$ cat config.mk
export PLATFORM = sky130hd
export DESIGN_NAME = mift_match
export DESIGN_NICKNAME = d
export VERILOG_FILES = /design/src/sv/mift_pkg.sv /design/src/sv/mift_match.sv
export SDC_FILE = /design/constraint.sdc
export NUM_CORES = 1
export LEC_CHECK = 0
export BUFFER_PORTS_ARGS = -buffer_cell sky130_fd_sc_hd__buf_2
export CAP_MARGIN = 30
export CORE_ASPECT_RATIO = 0.9
export CORE_MARGIN = 3
export CORE_UTILIZATION = 35
export DETAILED_ROUTE_END_ITERATION = 10
export PLACE_DENSITY = 0.76
export SLEW_MARGIN = 25
export SYNTH_ARGS = -nofsm -noshare
export SYNTH_HDL_FRONTEND = slang
export SYNTH_SLANG_ARGS = --single-unit
$ cat constraint.sdc
create_clock -name vclk -period 2.1
set_input_delay 0.21 -clock vclk [all_inputs]
set_output_delay 0.21 -clock vclk [all_outputs]
set_load 0.01 [all_outputs]
$ cat src/sv/mift_pkg.sv
// Package for the masked IPv4 filter table: sizes, codes, transaction types and helpers.
package mift_pkg;

  localparam int unsigned MAX_ENTRIES = 1024;
  localparam int unsigned IDX_W = (MAX_ENTRIES > 1) ? $clog2(MAX_ENTRIES) : 1;
  localparam int unsigned CNT_W = $clog2(MAX_ENTRIES + 1);

  localparam logic [31:0] ALL_ONES = 32'hffff_ffff;
  localparam logic [7:0]  OCTET_ONES = 8'd255;

  typedef enum logic [1:0] {
    FUNC_LOOKUP = 2'd0,
    FUNC_ADD    = 2'd1,
    FUNC_REMOVE = 2'd2
  } func_e;

  typedef enum logic [1:0] {
    STAT_DONE      = 2'd0,
    STAT_FULL      = 2'd1,
    STAT_NOT_FOUND = 2'd2
  } status_e;

  typedef enum logic [1:0] {
    S_IDLE,
    S_SCAN,
    S_SHIFT
  } state_e;

  typedef struct packed {
    logic [1:0]  func;
    logic [31:0] address;
  } req_t;

  typedef struct packed {
    logic             blocked;
    logic [1:0]       status;
    logic [CNT_W-1:0] entry_count;
  } rsp_t;

  typedef struct packed {
    logic [3:0]  en;
    logic [31:0] cmp;
  } entry_t;

  typedef struct packed {
    logic lookup_hit;
    logic free_hit;
    logic exact_hit;
  } match_t;

  // Enable an octet when the given address has it nonzero.
  function automatic logic [3:0] enables_of(logic [31:0] addr);
    logic [3:0] e;
    e = '0;
    for (int k = 0; k < 4; k++) begin
      e[k] = (addr[8*k +: 8] != 8'd0);
    end
    return e;
  endfunction

  // Widen a per-octet enable into a 32-bit mask.
  function automatic logic [31:0] expand(logic [3:0] en);
    logic [31:0] m;
    m = '0;
    for (int k = 0; k < 4; k++) begin
      m[8*k +: 8] = en[k] ? OCTET_ONES : 8'd0;
    end
    return m;
  endfunction

endpackage

$ cat src/sv/mift_match.sv
// Shared entry compare unit: lookup, free-slot and exact matches for one table entry.
module mift_match (
  input  mift_pkg::entry_t entry_i,
  input  logic [31:0]      address_i,
  output mift_pkg::match_t match_o
);

  logic [3:0] addr_en;

  assign addr_en = mift_pkg::enables_of(address_i);

  assign match_o.lookup_hit = ((address_i & mift_pkg::expand(entry_i.en)) == entry_i.cmp);
  assign match_o.free_hit   = (entry_i.cmp == mift_pkg::ALL_ONES);
  assign match_o.exact_hit  = (entry_i.en == addr_en) && (entry_i.cmp == address_i);

endmodule

==> flow_summary.json <==
{
  "status": "complete, no violations",
  "required_ps": 1890,
  "rsz0062_at_grt": "false",
  "start_util": 0.380,
  "grtUsageTotal": 0.214,
  "wl_per_cell_um": 14.1,
  "final_area_sq_um": 1600,
  "grt_antenna_before_repair": 0,
  "p_seq_frac": 0,
  "postCtsSetupBuffers": 0,
  "n_clock_buffer": 0,
  "diodes": 0,
  "cp_common_cell": "buf_2",
  "syn_inst": 173,
  "ant_nets": 0,
  "avgSynthCellArea_sq_um": 6.23,
  "die_h_um": 58.6,
  "port_buffers": 71,
  "worstPathMaxFanout": 2,
  "hpwl_mm": 3.67,
  "setup_viol": 0,
  "final_nets": 326,
  "critPathCaptureType": "primary output",
  "holdPathStages": 5,
  "path_delay_family": "simple AND/OR/NAND/NOR gates",
  "routabilityCongestion": 0.967,
  "cp_slowest_stage_delay_ps": 510,
  "wirelength_mm": 4.16,
  "fmax_ghz": 0.493,
  "min_period_over_period": 0.966,
  "swShare": 0.535,
  "drc": 0,
  "die_w_um": 64.5,
  "viasPerCell": 5.52,
  "drtIter0Drc": 182,
  "period_needed_ps": 2030,
  "synthToLayoutAreaGrowth_pct": 48.9,
  "critPathKind": "input pin to primary output",
  "timing.slew.headroom": 0.698,
  "vias": 1634,
  "max_cap_viol_count": 0,
  "ys_warn_count": 0,
  "gr-total-overflow": 0,
  "nFillCells": 308,
  "final_cells": 296,
  "grt_max_degree": 10,
  "p_comb_frac": 1.000,
  "drtPass1Iterations": 5,
  "rows": 18,
  "multiInputGateArea_sq_um": 1030,
  "drv_slew": 0,
  "ios": 71,
  "worstPathArrival_ps": 1820,
  "holdCritPathClass": "input pin to primary output",
  "power_switching_mw": 0.159,
  "nFlopsAndLatches": 0,
  "crit_chain": "buf_2 -> inv_1 -> a22o_1 -> or4_1 -> or4_4 -> nor3_2 -> buf_2",
  "postPlaceCellArea_sq_um": 1590,
  "coreArea_sq_um": 2840,
  "drive_gt1_frac": 0.363,
  "peakVddDrop_uv": 92.0,
  "hp-start": "entry_i[26]",
  "p_int_mw": 0.138,
  "cp_slowest_cell": "or4_1",
  "mappedNetlistArea_sq_um": 1080,
  "register_area_sq_um": 0,
  "start_kind": "input pin",
  "place_inst": 296,
  "post-route-util": 0.565,
  "synth_cell_types": 35,
  "yosysSeqAreaShare": 0,
  "leakagePower_nw": 0.739,
  "power_density_nw_per_um2": 185,
  "grt_pass1_vias": 1425,
  "hold_violations": 0,
  "hold_end": "match_o[1]",
  "power_frac_clock": 0,
  "die_area_sq_um": 3780,
  "grt_pass1_wl_mm": 6.53,
  "path_buf_inv": 3,
  "whs_ps": 893,
  "syn_nets": 241,
  "tightest_slew_ps": 453
}
## final cells by class
class	instances	share of cell area
multi-input combinational	156	0.642
timing repair buffer	87	0.296
tap	40	0.0312
inverter	13	0.0304
## synth_stat cells (2+ instances only)
cell	n	area share
nor4_1	13	0.075
nand2b_1	6	0.035
o22ai_1	6	0.035
xor2_1	21	0.17
a22o_1	4	0.033
nor2_1	14	0.049
or4_1	5	0.035
a22oi_1	2	0.014
inv_1	13	0.045
a21oi_1	3	0.014
nand4_1	14	0.081
nor2b_1	2	0.012
nand3_1	4	0.019
o221ai_1	2	0.016
nand3b_1	2	0.014
a2bb2oi_1	2	0.016
and3_1	2	0.012
clkbuf_1	4	0.014
o21ai_0	10	0.046
xnor2_1	8	0.065
nand2_1	22	0.077
## worst max path at each step
| stage | cells past startpoint | start | slack (ps) | to |
|---|---|---|---|---|
| after floorplan | 5 | entry_i[21] | 190 | match_o[0] |
| after global placement | 7 | entry_i[21] | -40 | match_o[0] |
| after detailed placement | 7 | entry_i[21] | -60 | match_o[0] |
| after CTS | 7 | entry_i[18] | 50 | match_o[0] |
| after global routing | 7 | address_i[8] | 8 | match_o[2] |
| final | 7 | entry_i[21] | 70 | match_o[0] |
## what timing repair did
action                                  4_1_cts  5_1_grt
hold buffers                                  0        0
pin swaps                                     3        1
endpoints found under the setup margin        1        2
gates resized for setup                       1        2
## per-layer routing
layer | GRT usage | vias to the layer above | routed length (um)
li1 | - | 820 | -
met1 | 0.324 | 732 | 1860
met2 | 0.350 | 78 | 1910
met3 | 0.0172 | 4 | 367
met4 | 0.00602 | 0 | 28
met5 | 0 | - | 0
## cells in the final DEF (no fill, tap or decap), drive strengths merged, types with 8 or more instances in the layout
cell type	count
buf	87
inv	13
nand2	22
nand4	15
nor2	14
nor4	13
o21ai	10
xnor2	8
xor2	22
## through the flow
stage	worst slack, ps	total power, mW	TNS (ps)
after floorplan	194	0.124	0
after global placement	-37.0	0.289	-37.0
after detailed placement	-60.7	0.289	-60.7
after CTS	46.5	0.292	0
after global routing	8.01	0.327	0
final	71.4	0.297	0
## cells by family (layout without fill, tap and decap cells)
family | after synthesis | in the layout | share of synthesized area
simple gates | 90 | 90 | 0.458
compound gates | 35 | 35 | 0.222
xor+xnor | 30 | 30 | 0.251
buf+inv | 17 | 100 | 0.0592
mux | 1 | 1 | 0.0105
## power groups by stage
stage | clock network [mW] | logic (mW) | registers (mW)
after global placement | 0 | 0.289 | 0
after detailed placement | 0 | 0.289 | 0
after CTS | 0 | 0.292 | 0
after global routing | 0 | 0.327 | 0
final | 0 | 0.297 | 0
after floorplan | 0 | 0.124 | 0
## worst min-delay path, cell delays in order
cell,delay (ps)
buf_2,120
nand4_1,60
or4_1,110
nor2_1,50
buf_2,130
Note: power is estimated with default switching activity, not from simulation.
